--- config.mk ---
export PLATFORM = sky130hd
export DESIGN_NAME = least_loaded_worker_dispatch_top_flat
export DESIGN_NICKNAME = d
export VERILOG_FILES = /design/src/rtl/llwd_pkg.sv /design/src/rtl/llwd_if.sv /design/src/rtl/llwd_ram.sv /design/src/rtl/llwd_cfg.sv /design/src/rtl/llwd_ctrl.sv /design/src/rtl/least_loaded_worker_dispatch_top.sv /design/src/flat_wrapper.sv
export SDC_FILE = /design/constraint.sdc
export NUM_CORES = 1
export LEC_CHECK = 0
export ABC_AREA = 1
export BUFFER_PORTS_ARGS = -buffer_cell sky130_fd_sc_hd__buf_2
export CAP_MARGIN = 20
export CORE_MARGIN = 1
export CORE_UTILIZATION = 35
export CTS_CLUSTER_SIZE = 10
export DETAILED_ROUTE_END_ITERATION = 10
export PLACE_DENSITY = 0.59
export SYNTH_ARGS = -nofsm -noshare
export SYNTH_HDL_FRONTEND = slang
export SYNTH_HIERARCHICAL = 1
export SYNTH_SLANG_ARGS = --single-unit
--- constraint.sdc ---
create_clock -name i_clk -period 8.4 [get_ports i_clk]
set_clock_uncertainty 0.15 [all_clocks]
set_input_delay 1.26 -clock i_clk [delete_from_list [all_inputs] [get_ports i_clk]]
set_output_delay 1.26 -clock i_clk [all_outputs]
set_load 0.01 [all_outputs]
--- src/rtl/llwd_pkg.sv ---
package llwd_pkg;

    // Field widths of the request, response and configuration channels
    localparam int WORKER_W   = 4;
    localparam int STATUS_W   = 2;
    localparam int TOTAL_W    = 20;
    localparam int ACTIVE_W   = 5;
    localparam int LIMIT_W    = 16;
    localparam int CFG_IDX_W  = 4;
    localparam int CFG_DATA_W = 20;

    // Register indexes on the configuration channel
    localparam logic [CFG_IDX_W-1:0] CFG_BALANCED  = 4'd0;
    localparam logic [CFG_IDX_W-1:0] CFG_ACTIVE    = 4'd1;
    localparam logic [CFG_IDX_W-1:0] CFG_MAX_PER   = 4'd2;
    localparam logic [CFG_IDX_W-1:0] CFG_MAX_TOTAL = 4'd3;

    // Register values after reset
    localparam logic                  RST_BALANCED  = 1'b1;
    localparam logic [ACTIVE_W-1:0]   RST_ACTIVE    = 5'd16;
    localparam logic [LIMIT_W-1:0]    RST_MAX_PER   = 16'd1024;
    localparam logic [TOTAL_W-1:0]    RST_MAX_TOTAL = 20'd16384;

    // Request operations
    localparam logic OP_ASSIGN = 1'b0;
    localparam logic OP_CLOSE  = 1'b1;

    typedef enum logic [STATUS_W-1:0] {
        ST_OK          = 2'd0,
        ST_NO_ROOM     = 2'd1,
        ST_TOTAL_FULL  = 2'd2,
        ST_CLOSE_EMPTY = 2'd3
    } t_status;

    typedef struct packed {
        logic                balanced;
        logic [ACTIVE_W-1:0] active;
        logic [LIMIT_W-1:0]  max_per;
        logic [TOTAL_W-1:0]  max_total;
    } t_cfg;

    typedef enum logic [2:0] {
        S_IDLE,
        S_SCAN,
        S_PICK,
        S_CRD,
        S_CEV,
        S_RESP
    } t_state;

endpackage

--- src/rtl/llwd_if.sv ---
interface llwd_req_if;
    logic                          valid;
    logic                          ready;
    logic                          op;
    logic [llwd_pkg::WORKER_W-1:0] close_worker;

    modport source (output valid, output op, output close_worker, input ready);
    modport sink   (input valid, input op, input close_worker, output ready);
endinterface

interface llwd_rsp_if;
    logic                          valid;
    logic                          ready;
    logic [llwd_pkg::WORKER_W-1:0] worker;
    logic [llwd_pkg::STATUS_W-1:0] status;
    logic [llwd_pkg::TOTAL_W-1:0]  total_now;

    modport source (output valid, output worker, output status, output total_now,
                    input ready);
    modport sink   (input valid, input worker, input status, input total_now,
                    output ready);
endinterface

interface llwd_cfg_if;
    logic                            valid;
    logic                            ready;
    logic [llwd_pkg::CFG_IDX_W-1:0]  index;
    logic [llwd_pkg::CFG_DATA_W-1:0] data;

    modport source (output valid, output index, output data, input ready);
    modport sink   (input valid, input index, input data, output ready);
endinterface

--- src/rtl/llwd_ram.sv ---
module llwd_ram #(
    parameter int WIDTH = 16,
    parameter int DEPTH = 16
) (
    input  logic                                   i_clk,
    input  logic                                   i_rd_en,
    input  logic [(DEPTH > 1 ? $clog2(DEPTH) : 1)-1:0] i_rd_addr,
    output logic [WIDTH-1:0]                       o_rd_data,
    input  logic                                   i_wr_en,
    input  logic [(DEPTH > 1 ? $clog2(DEPTH) : 1)-1:0] i_wr_addr,
    input  logic [WIDTH-1:0]                       i_wr_data
);

    logic [WIDTH-1:0] r_mem [DEPTH];
    logic [WIDTH-1:0] r_rd_data;

    // Write port
    always_ff @(posedge i_clk) begin
        if (i_wr_en) begin
            r_mem[i_wr_addr] <= i_wr_data;
        end
    end

    // Registered read port
    always_ff @(posedge i_clk) begin
        if (i_rd_en) begin
            r_rd_data <= r_mem[i_rd_addr];
        end
    end

    assign o_rd_data = r_rd_data;

endmodule

--- src/rtl/llwd_cfg.sv ---
module llwd_cfg (
    input  logic           i_clk,
    input  logic           i_rst_n,
    llwd_cfg_if.sink       i_cfg,
    output llwd_pkg::t_cfg o_cfg
);

    llwd_pkg::t_cfg r_cfg;
    llwd_pkg::t_cfg n_cfg;

    assign i_cfg.ready = 1'b1;

    // Decode a write request into the addressed register
    always_comb begin
        n_cfg = r_cfg;
        if (i_cfg.valid) begin
            unique case (i_cfg.index)
                llwd_pkg::CFG_BALANCED:  n_cfg.balanced  = i_cfg.data[0];
                llwd_pkg::CFG_ACTIVE:    n_cfg.active    = i_cfg.data[llwd_pkg::ACTIVE_W-1:0];
                llwd_pkg::CFG_MAX_PER:   n_cfg.max_per   = i_cfg.data[llwd_pkg::LIMIT_W-1:0];
                llwd_pkg::CFG_MAX_TOTAL: n_cfg.max_total = i_cfg.data[llwd_pkg::TOTAL_W-1:0];
                default: ;
            endcase
        end
    end

    always_ff @(posedge i_clk) begin
        if (!i_rst_n) begin
            r_cfg.balanced  <= llwd_pkg::RST_BALANCED;
            r_cfg.active    <= llwd_pkg::RST_ACTIVE;
            r_cfg.max_per   <= llwd_pkg::RST_MAX_PER;
            r_cfg.max_total <= llwd_pkg::RST_MAX_TOTAL;
        end else begin
            r_cfg <= n_cfg;
        end
    end

    assign o_cfg = r_cfg;

endmodule

--- src/rtl/llwd_ctrl.sv ---
module llwd_ctrl #(
    parameter int MAX_WORKERS = 16,
    parameter int COUNT_WIDTH = 16
) (
    input  logic                                   i_clk,
    input  logic                                   i_rst_n,
    input  llwd_pkg::t_cfg                         i_cfg,
    llwd_req_if.sink                               i_req,
    llwd_rsp_if.source                             o_rsp,
    output logic                                   o_rd_en,
    output logic [(MAX_WORKERS > 1 ? $clog2(MAX_WORKERS) : 1)-1:0] o_rd_addr,
    input  logic [COUNT_WIDTH-1:0]                 i_rd_data,
    output logic                                   o_wr_en,
    output logic [(MAX_WORKERS > 1 ? $clog2(MAX_WORKERS) : 1)-1:0] o_wr_addr,
    output logic [COUNT_WIDTH-1:0]                 o_wr_data
);

    localparam int WIDX = (MAX_WORKERS > 1) ? $clog2(MAX_WORKERS) : 1;
    localparam int CMPW = (COUNT_WIDTH > llwd_pkg::LIMIT_W) ? COUNT_WIDTH : llwd_pkg::LIMIT_W;
    localparam logic [COUNT_WIDTH-1:0] CNT_FULL = '1;

    llwd_pkg::t_state              r_state, n_state;
    logic [WIDX-1:0]               r_idx, n_idx;
    logic [WIDX-1:0]               r_last, n_last;
    logic                          r_issued_all, n_issued_all;
    logic                          r_dv, n_dv;
    logic [WIDX-1:0]               r_didx, n_didx;
    logic [WIDX-1:0]               r_best_idx, n_best_idx;
    logic [COUNT_WIDTH-1:0]        r_best_cnt, n_best_cnt;
    logic                          r_found, n_found;
    logic [MAX_WORKERS-1:0]        r_valid, n_valid;
    logic [llwd_pkg::TOTAL_W-1:0]  r_total, n_total;
    logic [llwd_pkg::WORKER_W-1:0] r_res_worker, n_res_worker;
    llwd_pkg::t_status             r_res_status, n_res_status;
    logic                          r_out_valid, n_out_valid;
    logic [llwd_pkg::WORKER_W-1:0] r_out_worker, n_out_worker;
    llwd_pkg::t_status             r_out_status, n_out_status;
    logic [llwd_pkg::TOTAL_W-1:0]  r_out_total, n_out_total;

    logic [31:0]            used_n;
    logic [31:0]            used_m1;
    logic [31:0]            cw_ext;
    logic [31:0]            best_ext;
    logic [COUNT_WIDTH-1:0] cur_cnt;
    logic                   pick_ok;

    function automatic logic f_room(input logic [COUNT_WIDTH-1:0] c,
                                    input logic [llwd_pkg::LIMIT_W-1:0] lim);
        return (CMPW'(c) < CMPW'(lim)) && (c != CNT_FULL);
    endfunction

    // Clamp the active worker count into the built range
    always_comb begin
        used_n = 32'(i_cfg.active);
        if (used_n == 32'd0) begin
            used_n = 32'd1;
        end
        if (used_n > 32'(MAX_WORKERS)) begin
            used_n = 32'(MAX_WORKERS);
        end
        used_m1 = used_n - 32'd1;
    end

    assign cw_ext   = 32'(i_req.close_worker);
    assign best_ext = 32'(r_best_idx);

    // Entries never written read as zero
    assign cur_cnt = r_valid[r_didx] ? i_rd_data : '0;
    assign pick_ok = i_cfg.balanced ? f_room(r_best_cnt, i_cfg.max_per) : r_found;

    // Sequencer: an assign scans the count memory, a close reads one entry; then one entry may be updated
    always_comb begin
        n_state      = r_state;
        n_idx        = r_idx;
        n_last       = r_last;
        n_issued_all = r_issued_all;
        n_dv         = 1'b0;
        n_didx       = r_didx;
        n_best_idx   = r_best_idx;
        n_best_cnt   = r_best_cnt;
        n_found      = r_found;
        n_valid      = r_valid;
        n_total      = r_total;
        n_res_worker = r_res_worker;
        n_res_status = r_res_status;
        n_out_valid  = r_out_valid;
        n_out_worker = r_out_worker;
        n_out_status = r_out_status;
        n_out_total  = r_out_total;
        o_rd_en      = 1'b0;
        o_rd_addr    = r_idx;
        o_wr_en      = 1'b0;
        o_wr_addr    = r_didx;
        o_wr_data    = cur_cnt - 1'b1;
        i_req.ready  = (r_state == llwd_pkg::S_IDLE);

        // Drop the output once it is taken
        if (r_out_valid && o_rsp.ready) begin
            n_out_valid = 1'b0;
        end

        unique case (r_state)
            llwd_pkg::S_IDLE: begin
                if (i_req.valid) begin
                    if (i_req.op == llwd_pkg::OP_ASSIGN) begin
                        n_res_worker = '0;
                        if (r_total >= i_cfg.max_total) begin
                            n_res_status = llwd_pkg::ST_TOTAL_FULL;
                            n_state      = llwd_pkg::S_RESP;
                        end else begin
                            n_idx        = '0;
                            n_last       = used_m1[WIDX-1:0];
                            n_issued_all = 1'b0;
                            n_found      = 1'b0;
                            n_state      = llwd_pkg::S_SCAN;
                        end
                    end else begin
                        n_res_worker = i_req.close_worker;
                        if (cw_ext >= 32'(MAX_WORKERS)) begin
                            n_res_status = llwd_pkg::ST_CLOSE_EMPTY;
                            n_state      = llwd_pkg::S_RESP;
                        end else begin
                            n_idx   = cw_ext[WIDX-1:0];
                            n_state = llwd_pkg::S_CRD;
                        end
                    end
                end
            end

            llwd_pkg::S_SCAN: begin
                // Issue one read a cycle until the last active worker
                if (!r_issued_all) begin
                    o_rd_en      = 1'b1;
                    n_dv         = 1'b1;
                    n_didx       = r_idx;
                    n_idx        = r_idx + 1'b1;
                    n_issued_all = (r_idx == r_last);
                end
                // Compare the count that returned from the previous read
                if (r_dv) begin
                    if (i_cfg.balanced) begin
                        if ((r_didx == '0) || (cur_cnt < r_best_cnt)) begin
                            n_best_cnt = cur_cnt;
                            n_best_idx = r_didx;
                        end
                    end else if (!r_found && f_room(cur_cnt, i_cfg.max_per)) begin
                        n_found    = 1'b1;
                        n_best_cnt = cur_cnt;
                        n_best_idx = r_didx;
                    end
                    if (r_didx == r_last) begin
                        n_state = llwd_pkg::S_PICK;
                    end
                end
            end

            llwd_pkg::S_PICK: begin
                if (pick_ok) begin
                    o_wr_en             = 1'b1;
                    o_wr_addr           = r_best_idx;
                    o_wr_data           = r_best_cnt + 1'b1;
                    n_valid[r_best_idx] = 1'b1;
                    n_total             = r_total + 1'b1;
                    n_res_worker        = best_ext[llwd_pkg::WORKER_W-1:0];
                    n_res_status        = llwd_pkg::ST_OK;
                end else begin
                    n_res_worker = '0;
                    n_res_status = llwd_pkg::ST_NO_ROOM;
                end
                n_state = llwd_pkg::S_RESP;
            end

            llwd_pkg::S_CRD: begin
                o_rd_en = 1'b1;
                n_didx  = r_idx;
                n_state = llwd_pkg::S_CEV;
            end

            llwd_pkg::S_CEV: begin
                if (cur_cnt == '0) begin
                    n_res_status = llwd_pkg::ST_CLOSE_EMPTY;
                end else begin
                    o_wr_en         = 1'b1;
                    n_valid[r_didx] = 1'b1;
                    if (r_total != '0) begin
                        n_total = r_total - 1'b1;
                    end
                    n_res_status = llwd_pkg::ST_OK;
                end
                n_state = llwd_pkg::S_RESP;
            end

            llwd_pkg::S_RESP: begin
                // Hold the result until the output register frees up
                if (!r_out_valid || o_rsp.ready) begin
                    n_out_valid  = 1'b1;
                    n_out_worker = r_res_worker;
                    n_out_status = r_res_status;
                    n_out_total  = r_total;
                    n_state      = llwd_pkg::S_IDLE;
                end
            end

            default: n_state = llwd_pkg::S_IDLE;
        endcase
    end

    // Control state
    always_ff @(posedge i_clk) begin
        if (!i_rst_n) begin
            r_state     <= llwd_pkg::S_IDLE;
            r_dv        <= 1'b0;
            r_valid     <= '0;
            r_total     <= '0;
            r_out_valid <= 1'b0;
        end else begin
            r_state     <= n_state;
            r_dv        <= n_dv;
            r_valid     <= n_valid;
            r_total     <= n_total;
            r_out_valid <= n_out_valid;
        end
    end

    // Working and payload registers
    always_ff @(posedge i_clk) begin
        r_idx        <= n_idx;
        r_last       <= n_last;
        r_issued_all <= n_issued_all;
        r_didx       <= n_didx;
        r_best_idx   <= n_best_idx;
        r_best_cnt   <= n_best_cnt;
        r_found      <= n_found;
        r_res_worker <= n_res_worker;
        r_res_status <= n_res_status;
        r_out_worker <= n_out_worker;
        r_out_status <= n_out_status;
        r_out_total  <= n_out_total;
    end

    assign o_rsp.valid     = r_out_valid;
    assign o_rsp.worker    = r_out_worker;
    assign o_rsp.status    = r_out_status;
    assign o_rsp.total_now = r_out_total;

endmodule

--- src/rtl/least_loaded_worker_dispatch_top.sv ---
// Channel   Dir  Handshake      Payload
// i_req     in   valid/ready    op, close_worker
// o_rsp     out  valid/ready    worker, status, total_now
// i_cfg     in   valid/ready    index, data (always ready)
//
// An assign request goes from acceptance through the scan, which reads one
// worker count per cycle from the count memory, and the pick state to the
// response register. A close reads, updates and responds; a refusal on the total
// limit or on an unbuilt worker goes straight to the respond state. The sequencer
// is back in idle, ready for the next request, once the response is registered.
// Reset is synchronous; counts clear at once through per-entry valid bits.
// A new request is taken while a response still waits in the output register;
// a full output register holds the sequencer in its respond state.
module least_loaded_worker_dispatch_top #(
    parameter int MAX_WORKERS = 16,
    parameter int COUNT_WIDTH = 16
) (
    input  logic       i_clk,
    input  logic       i_rst_n,
    llwd_req_if.sink   i_req,
    llwd_rsp_if.source o_rsp,
    llwd_cfg_if.sink   i_cfg
);

    localparam int WIDX = (MAX_WORKERS > 1) ? $clog2(MAX_WORKERS) : 1;

    llwd_pkg::t_cfg         cfg;
    logic                   rd_en;
    logic [WIDX-1:0]        rd_addr;
    logic [COUNT_WIDTH-1:0] rd_data;
    logic                   wr_en;
    logic [WIDX-1:0]        wr_addr;
    logic [COUNT_WIDTH-1:0] wr_data;

    llwd_cfg u_cfg (
        .i_clk   (i_clk),
        .i_rst_n (i_rst_n),
        .i_cfg   (i_cfg),
        .o_cfg   (cfg)
    );

    llwd_ctrl #(
        .MAX_WORKERS (MAX_WORKERS),
        .COUNT_WIDTH (COUNT_WIDTH)
    ) u_ctrl (
        .i_clk     (i_clk),
        .i_rst_n   (i_rst_n),
        .i_cfg     (cfg),
        .i_req     (i_req),
        .o_rsp     (o_rsp),
        .o_rd_en   (rd_en),
        .o_rd_addr (rd_addr),
        .i_rd_data (rd_data),
        .o_wr_en   (wr_en),
        .o_wr_addr (wr_addr),
        .o_wr_data (wr_data)
    );

    llwd_ram #(
        .WIDTH (COUNT_WIDTH),
        .DEPTH (MAX_WORKERS)
    ) u_count_ram (
        .i_clk     (i_clk),
        .i_rd_en   (rd_en),
        .i_rd_addr (rd_addr),
        .o_rd_data (rd_data),
        .i_wr_en   (wr_en),
        .i_wr_addr (wr_addr),
        .i_wr_data (wr_data)
    );

endmodule

--- src/flat_wrapper.sv ---
// flat-port wrapper written by rule: the top's interface ports become plain ports
module least_loaded_worker_dispatch_top_flat 
#(
    parameter int MAX_WORKERS = 16,
    parameter int COUNT_WIDTH = 16
)
  (i_clk, i_rst_n, i_req_valid, i_req_op, i_req_close_worker, i_req_ready, o_rsp_valid, o_rsp_worker, o_rsp_status, o_rsp_total_now, o_rsp_ready, i_cfg_valid, i_cfg_index, i_cfg_data, i_cfg_ready);
  llwd_req_if i_req_i ();
  llwd_rsp_if o_rsp_i ();
  llwd_cfg_if i_cfg_i ();
  input  logic i_clk;
  input  logic i_rst_n;
  input wire logic [$bits(i_req_i.valid)-1:0] i_req_valid;
  input wire logic [$bits(i_req_i.op)-1:0] i_req_op;
  input wire logic [$bits(i_req_i.close_worker)-1:0] i_req_close_worker;
  output wire logic [$bits(i_req_i.ready)-1:0] i_req_ready;
  output wire logic [$bits(o_rsp_i.valid)-1:0] o_rsp_valid;
  output wire logic [$bits(o_rsp_i.worker)-1:0] o_rsp_worker;
  output wire logic [$bits(o_rsp_i.status)-1:0] o_rsp_status;
  output wire logic [$bits(o_rsp_i.total_now)-1:0] o_rsp_total_now;
  input wire logic [$bits(o_rsp_i.ready)-1:0] o_rsp_ready;
  input wire logic [$bits(i_cfg_i.valid)-1:0] i_cfg_valid;
  input wire logic [$bits(i_cfg_i.index)-1:0] i_cfg_index;
  input wire logic [$bits(i_cfg_i.data)-1:0] i_cfg_data;
  output wire logic [$bits(i_cfg_i.ready)-1:0] i_cfg_ready;
  assign i_req_i.valid = i_req_valid;
  assign i_req_i.op = i_req_op;
  assign i_req_i.close_worker = i_req_close_worker;
  assign i_req_ready = i_req_i.ready;
  assign o_rsp_valid = o_rsp_i.valid;
  assign o_rsp_worker = o_rsp_i.worker;
  assign o_rsp_status = o_rsp_i.status;
  assign o_rsp_total_now = o_rsp_i.total_now;
  assign o_rsp_i.ready = o_rsp_ready;
  assign i_cfg_i.valid = i_cfg_valid;
  assign i_cfg_i.index = i_cfg_index;
  assign i_cfg_i.data = i_cfg_data;
  assign i_cfg_ready = i_cfg_i.ready;
  least_loaded_worker_dispatch_top #(.MAX_WORKERS(MAX_WORKERS), .COUNT_WIDTH(COUNT_WIDTH)) u_core (.i_clk(i_clk), .i_rst_n(i_rst_n), .i_req(i_req_i), .o_rsp(o_rsp_i), .i_cfg(i_cfg_i));
endmodule
==> run_summary.xml <==
<?xml version="1.0" encoding="UTF-8"?>
<metrics>
  <group name="pwr">
    <metric name="cellPowerDensity" unit="nW/um^2">249</metric>
    <metric name="power.static_leakage" unit="nW">10.4</metric>
    <metric name="total_power" unit="mW">6.01</metric>
    <metric name="power.ir.vdd_worst" unit="V">0.000170</metric>
  </group>
  <group name="synth">
    <metric name="synthesis.area_per_instance" unit="sq um">8.94</metric>
    <metric name="synthCells" unit="">2405</metric>
    <metric name="synth.ff_latch_count" unit="">421</metric>
    <metric name="yosysSeqAreaShare" unit="">0.549</metric>
    <metric name="synth-edff-count" unit="">338</metric>
    <metric name="yosys.cell_count.top_type" unit="">sky130_fd_sc_hd__nand2_1</metric>
    <metric name="synth_nets" unit="">2528</metric>
    <metric name="synthArstFlopShare" unit="">0</metric>
    <metric name="synth_cell_types" unit="">50</metric>
    <metric name="synth.cell_area" unit="sq um">21500</metric>
    <metric name="synth_top_area_frac" unit="">0.472</metric>
    <metric name="synth.yosys.warnings" unit="">6</metric>
    <metric name="ys_dominant_reg_cell" unit="">sky130_fd_sc_hd__edfxtp_1</metric>
    <metric name="yosys-top-cells-count" unit="">sky130_fd_sc_hd__nand2_1 (619), sky130_fd_sc_hd__inv_1 (426), sky130_fd_sc_hd__edfxtp_1 (338)</metric>
    <metric name="synth.top_cells.by_area" unit="">sky130_fd_sc_hd__edfxtp_1 (47%), sky130_fd_sc_hd__nand2_1 (11%), sky130_fd_sc_hd__dfxtp_1 (7.7%)</metric>
    <metric name="synth_top_cell_by_area" unit="">sky130_fd_sc_hd__edfxtp_1</metric>
  </group>
  <group name="layout">
    <metric name="synthToLayoutAreaGrowth" unit="%">12.2</metric>
    <metric name="layout.cells.non_filler" unit="">3284</metric>
    <metric name="proportion_of_layout_cells_with_a_drive_suffix_above_1" unit="">0.0811</metric>
    <metric name="num-fill-cells" unit="">6018</metric>
    <metric name="num_antenna_cells" unit="">0</metric>
    <metric name="nets" unit="">2583</metric>
    <metric name="final_core_util" unit="">0.399</metric>
  </group>
  <group name="timing">
    <metric name="timing.slew.headroom" unit="">0.297</metric>
    <metric name="post-route-min-period" unit="ns">5.83</metric>
    <metric name="rsz0062_at_grt" unit="">no</metric>
    <metric name="finalMaxSlewViolations" unit="">0</metric>
    <metric name="fmax" unit="MHz">172</metric>
    <metric name="setup_violations" unit="">0</metric>
    <metric name="timing.setup.tns" unit="ns">0</metric>
    <metric name="number_of_hold_violations_in_the_final_report" unit="">0</metric>
    <metric name="tightest_slew" unit="ns">1.06</metric>
    <metric name="min_period_over_period" unit="">0.694</metric>
  </group>
  <group name="place">
    <metric name="port-buffer-count" unit="">61</metric>
    <metric name="dp_cells" unit="">3188</metric>
    <metric name="hpwl" unit="mm">38.4</metric>
    <metric name="gp_routability_congestion" unit="">0.894</metric>
  </group>
  <group name="critical_path">
    <metric name="worst_ep_required_time" unit="ns">8.52</metric>
    <metric name="crit_type" unit="">flop to flop</metric>
    <metric name="worst-path-max-fanout" unit="">23</metric>
    <metric name="worst_path_arrival" unit="ns">5.95</metric>
    <metric name="critical_path.endpoint_type" unit="">flop</metric>
    <metric name="critPathLaunchType" unit="">flop</metric>
  </group>
  <group name="cts">
    <metric name="post_cts_hold_buffer_count" unit="">0</metric>
    <metric name="tritoncts" unit="">done</metric>
    <metric name="numClockSinks" unit="">421</metric>
    <metric name="worst_setup_hold_path_clk_slew" unit="ns">0.05</metric>
    <metric name="cts.repair.resized" unit="">0</metric>
    <metric name="insertion_delay" unit="ns">0.61</metric>
    <metric name="postCtsSetupBuffers" unit="">0</metric>
    <metric name="htree_levels" unit="">2</metric>
    <metric name="cts-buffers-inserted" unit="">51</metric>
    <metric name="clockBufferDepth" unit="">3</metric>
    <metric name="clk_tree_root_cell" unit="">sky130_fd_sc_hd__clkbuf_16</metric>
  </group>
  <group name="flow_run">
    <metric name="drv_cap" unit="">0</metric>
  </group>
  <group name="floorplanning">
    <metric name="floorplan.initialDensity" unit="">0.356</metric>
    <metric name="die_width" unit="microns">250</metric>
    <metric name="placement_rows" unit="">90</metric>
    <metric name="die_y" unit="microns">250</metric>
    <metric name="dieArea" unit="sq um">62400</metric>
    <metric name="placeableCoreArea" unit="sq um">60500</metric>
    <metric name="design.portCount" unit="">63</metric>
  </group>
  <group name="route">
    <metric name="ant_nets" unit="">0</metric>
    <metric name="routed_wl" unit="mm">57.1</metric>
    <metric name="route.detailed.wl_per_inst" unit="microns">17.4</metric>
    <metric name="drt_pre_antenna_iters" unit="">6</metric>
    <metric name="remaining_drc_errors" unit="">0</metric>
    <metric name="drt_first_iter_violations" unit="">1351</metric>
    <metric name="via_per_inst" unit="">4.95</metric>
    <metric name="vias" unit="">16245</metric>
  </group>
  <group name="grt">
    <metric name="first_global_vias" unit="">15853</metric>
    <metric name="grt_antenna_before_repair" unit="">0</metric>
    <metric name="grt.total_usage" unit="">0.183</metric>
    <metric name="grt_overflow" unit="">0</metric>
    <metric name="grt_pass1_wl" unit="mm">89.1</metric>
    <metric name="largest_net_degree_at_the_start_of_global_routing" unit="">70</metric>
  </group>
  <group name="run_status">
    <metric name="status" unit="">finished clean</metric>
  </group>
  <group name="hold_path">
    <metric name="worst_hold_path_type" unit="">flop to flop</metric>
  </group>
</metrics>
-- through the flow --
stage / cell area [sq um] / worst slack (ns) / hold slack, ns
after floorplan: 21500 / 4.45 / 0.250
after global placement: 22500 / 2.63 / 0.264
after detailed placement: 22600 / 2.72 / 0.266
after CTS: 24100 / 2.67 / 0.280
after global routing: 24100 / 2.22 / 0.285
final: 24100 / 2.57 / 0.278
-- path summary, 6_finish.rpt --
check | cells after the start | startpoint | to | slack [ns]
min | 0 | u_core/u_ctrl/r_res_worker[0]$_DFFE_PP_ | u_core/u_ctrl/o_rsp.worker[0]$_DFFE_PP_ | 0.28
max | 14 | u_core/u_ctrl/r_best_cnt[0]$_DFFE_PP_ | u_core/u_count_ram/r_mem[10][4]$_DFFE_PP_ | 2.57
min reg2reg | 0 | u_core/u_ctrl/r_res_worker[0]$_DFFE_PP_ | u_core/u_ctrl/o_rsp.worker[0]$_DFFE_PP_ | 0.28
max reg2reg | 14 | u_core/u_ctrl/r_best_cnt[0]$_DFFE_PP_ | u_core/u_count_ram/r_mem[10][4]$_DFFE_PP_ | 2.57
-- worst max-delay path: stages (launching register included) --
cell and delay, ns:
sky130_fd_sc_hd__edfxtp_1 0.43, sky130_fd_sc_hd__ha_1 0.19, sky130_fd_sc_hd__nand2_1 0.10, sky130_fd_sc_hd__nor3_2 0.32, sky130_fd_sc_hd__nand4_1 0.20, sky130_fd_sc_hd__nor4_2 0.34, sky130_fd_sc_hd__a21oi_1 0.11, sky130_fd_sc_hd__nand2_1 0.09
sky130_fd_sc_hd__nand2_1 0.07, sky130_fd_sc_hd__nand3_1 0.70, sky130_fd_sc_hd__inv_1 0.56, sky130_fd_sc_hd__o21ai_0 0.95, sky130_fd_sc_hd__nand3b_1 0.28, sky130_fd_sc_hd__nor2_1 0.68, sky130_fd_sc_hd__buf_4 0.30
-- where the power goes --
part | switching [mW] | internal [mW] | leakage (nW)
Combinational | 1.12 | 0.410 | 6.00
Sequential | 0.0616 | 2.38 | 3.64
Clock | 0.864 | 1.17 | 0.736
-- flip-flops by register name, indices dropped and copies added (netlist names) --
name and flops:
u_core/u_count_ram/r_mem 256, u_core/u_cfg/o_cfg 42, u_core/u_ctrl/o_rsp.total_now 20, u_core/u_ctrl/r_total 20, u_core/u_count_ram/o_rd_data 16, u_core/u_ctrl/r_best_cnt 16
u_core/u_ctrl/r_valid 16, u_core/u_ctrl/o_rd_addr 4, u_core/u_ctrl/o_rsp.worker 4, u_core/u_ctrl/r_best_idx 4, u_core/u_ctrl/r_didx 4, u_core/u_ctrl/r_last 4
u_core/u_ctrl/r_res_worker 4, u_core/u_ctrl/r_state 3, u_core/u_ctrl/o_rsp.status 2, u_core/u_ctrl/r_res_status 2, u_core/u_ctrl/o_rsp.valid 1, u_core/u_ctrl/r_dv 1
u_core/u_ctrl/r_found 1, u_core/u_ctrl/r_issued_all 1
-- metal layers --
| layer | vias to the layer above | routed length (microns) | track usage |
|---|---|---|---|
| met3 | 101 | 3550 | 0.0278 |
| li1 | 7981 | - | - |
| met1 | 7646 | 25000 | 0.241 |
| met4 | 0 | 1790 | 0.0663 |
| met5 | - | 0 | 0 |
| met2 | 517 | 26700 | 0.303 |
-- placed cells by master, fill, tap and decap left out, types with 9 or more instances in the layout --
| master | n |
|---|---|
| sky130_fd_sc_hd__nand4_1 | 74 |
| sky130_fd_sc_hd__inv_1 | 426 |
| sky130_fd_sc_hd__nor2_1 | 137 |
| sky130_fd_sc_hd__buf_4 | 28 |
| sky130_fd_sc_hd__clkbuf_16 | 51 |
| sky130_fd_sc_hd__xor2_1 | 31 |
| sky130_fd_sc_hd__a21oi_1 | 90 |
| sky130_fd_sc_hd__o21ai_0 | 58 |
| sky130_fd_sc_hd__clkbuf_1 | 34 |
| sky130_fd_sc_hd__ha_1 | 88 |
| sky130_fd_sc_hd__nand2_1 | 619 |
| sky130_fd_sc_hd__dfxtp_1 | 83 |
| sky130_fd_sc_hd__edfxtp_1 | 338 |
| sky130_fd_sc_hd__nor3_1 | 11 |
| sky130_fd_sc_hd__nor2_2 | 14 |
| sky130_fd_sc_hd__nor4_1 | 9 |
| sky130_fd_sc_hd__nand3_1 | 233 |
| sky130_fd_sc_hd__o22ai_1 | 17 |
| sky130_fd_sc_hd__buf_2 | 61 |
| sky130_fd_sc_hd__xnor2_1 | 15 |
-- layout make-up --
| type | instances | area (sq um) | share of cell area |
|---|---|---|---|
| tap | 782 | 978 | 0.0405 |
| sequential | 421 | 11800 | 0.489 |
| timing repair buffer | 94 | 617 | 0.0256 |
| multi-input combinational | 1458 | 7550 | 0.313 |
| clock inverter | 7 | 98.8 | 0.00410 |
| clock buffer | 88 | 1450 | 0.0599 |
| inverter | 434 | 1630 | 0.0676 |
-- cell families (layout without fill, tap and decap cells) --
family / count (synthesis) / after routing / synth area share
compound gates: 196 / 196 / 0.0496
buf+inv: 526 / 623 / 0.102
xor+xnor: 46 / 46 / 0.0187
other cells: 1 / 1 / 0.000174
simple gates: 1126 / 1126 / 0.228
flops: 421 / 421 / 0.549
fa+ha+maj: 89 / 89 / 0.0521
(Power assumes the default switching activity.)
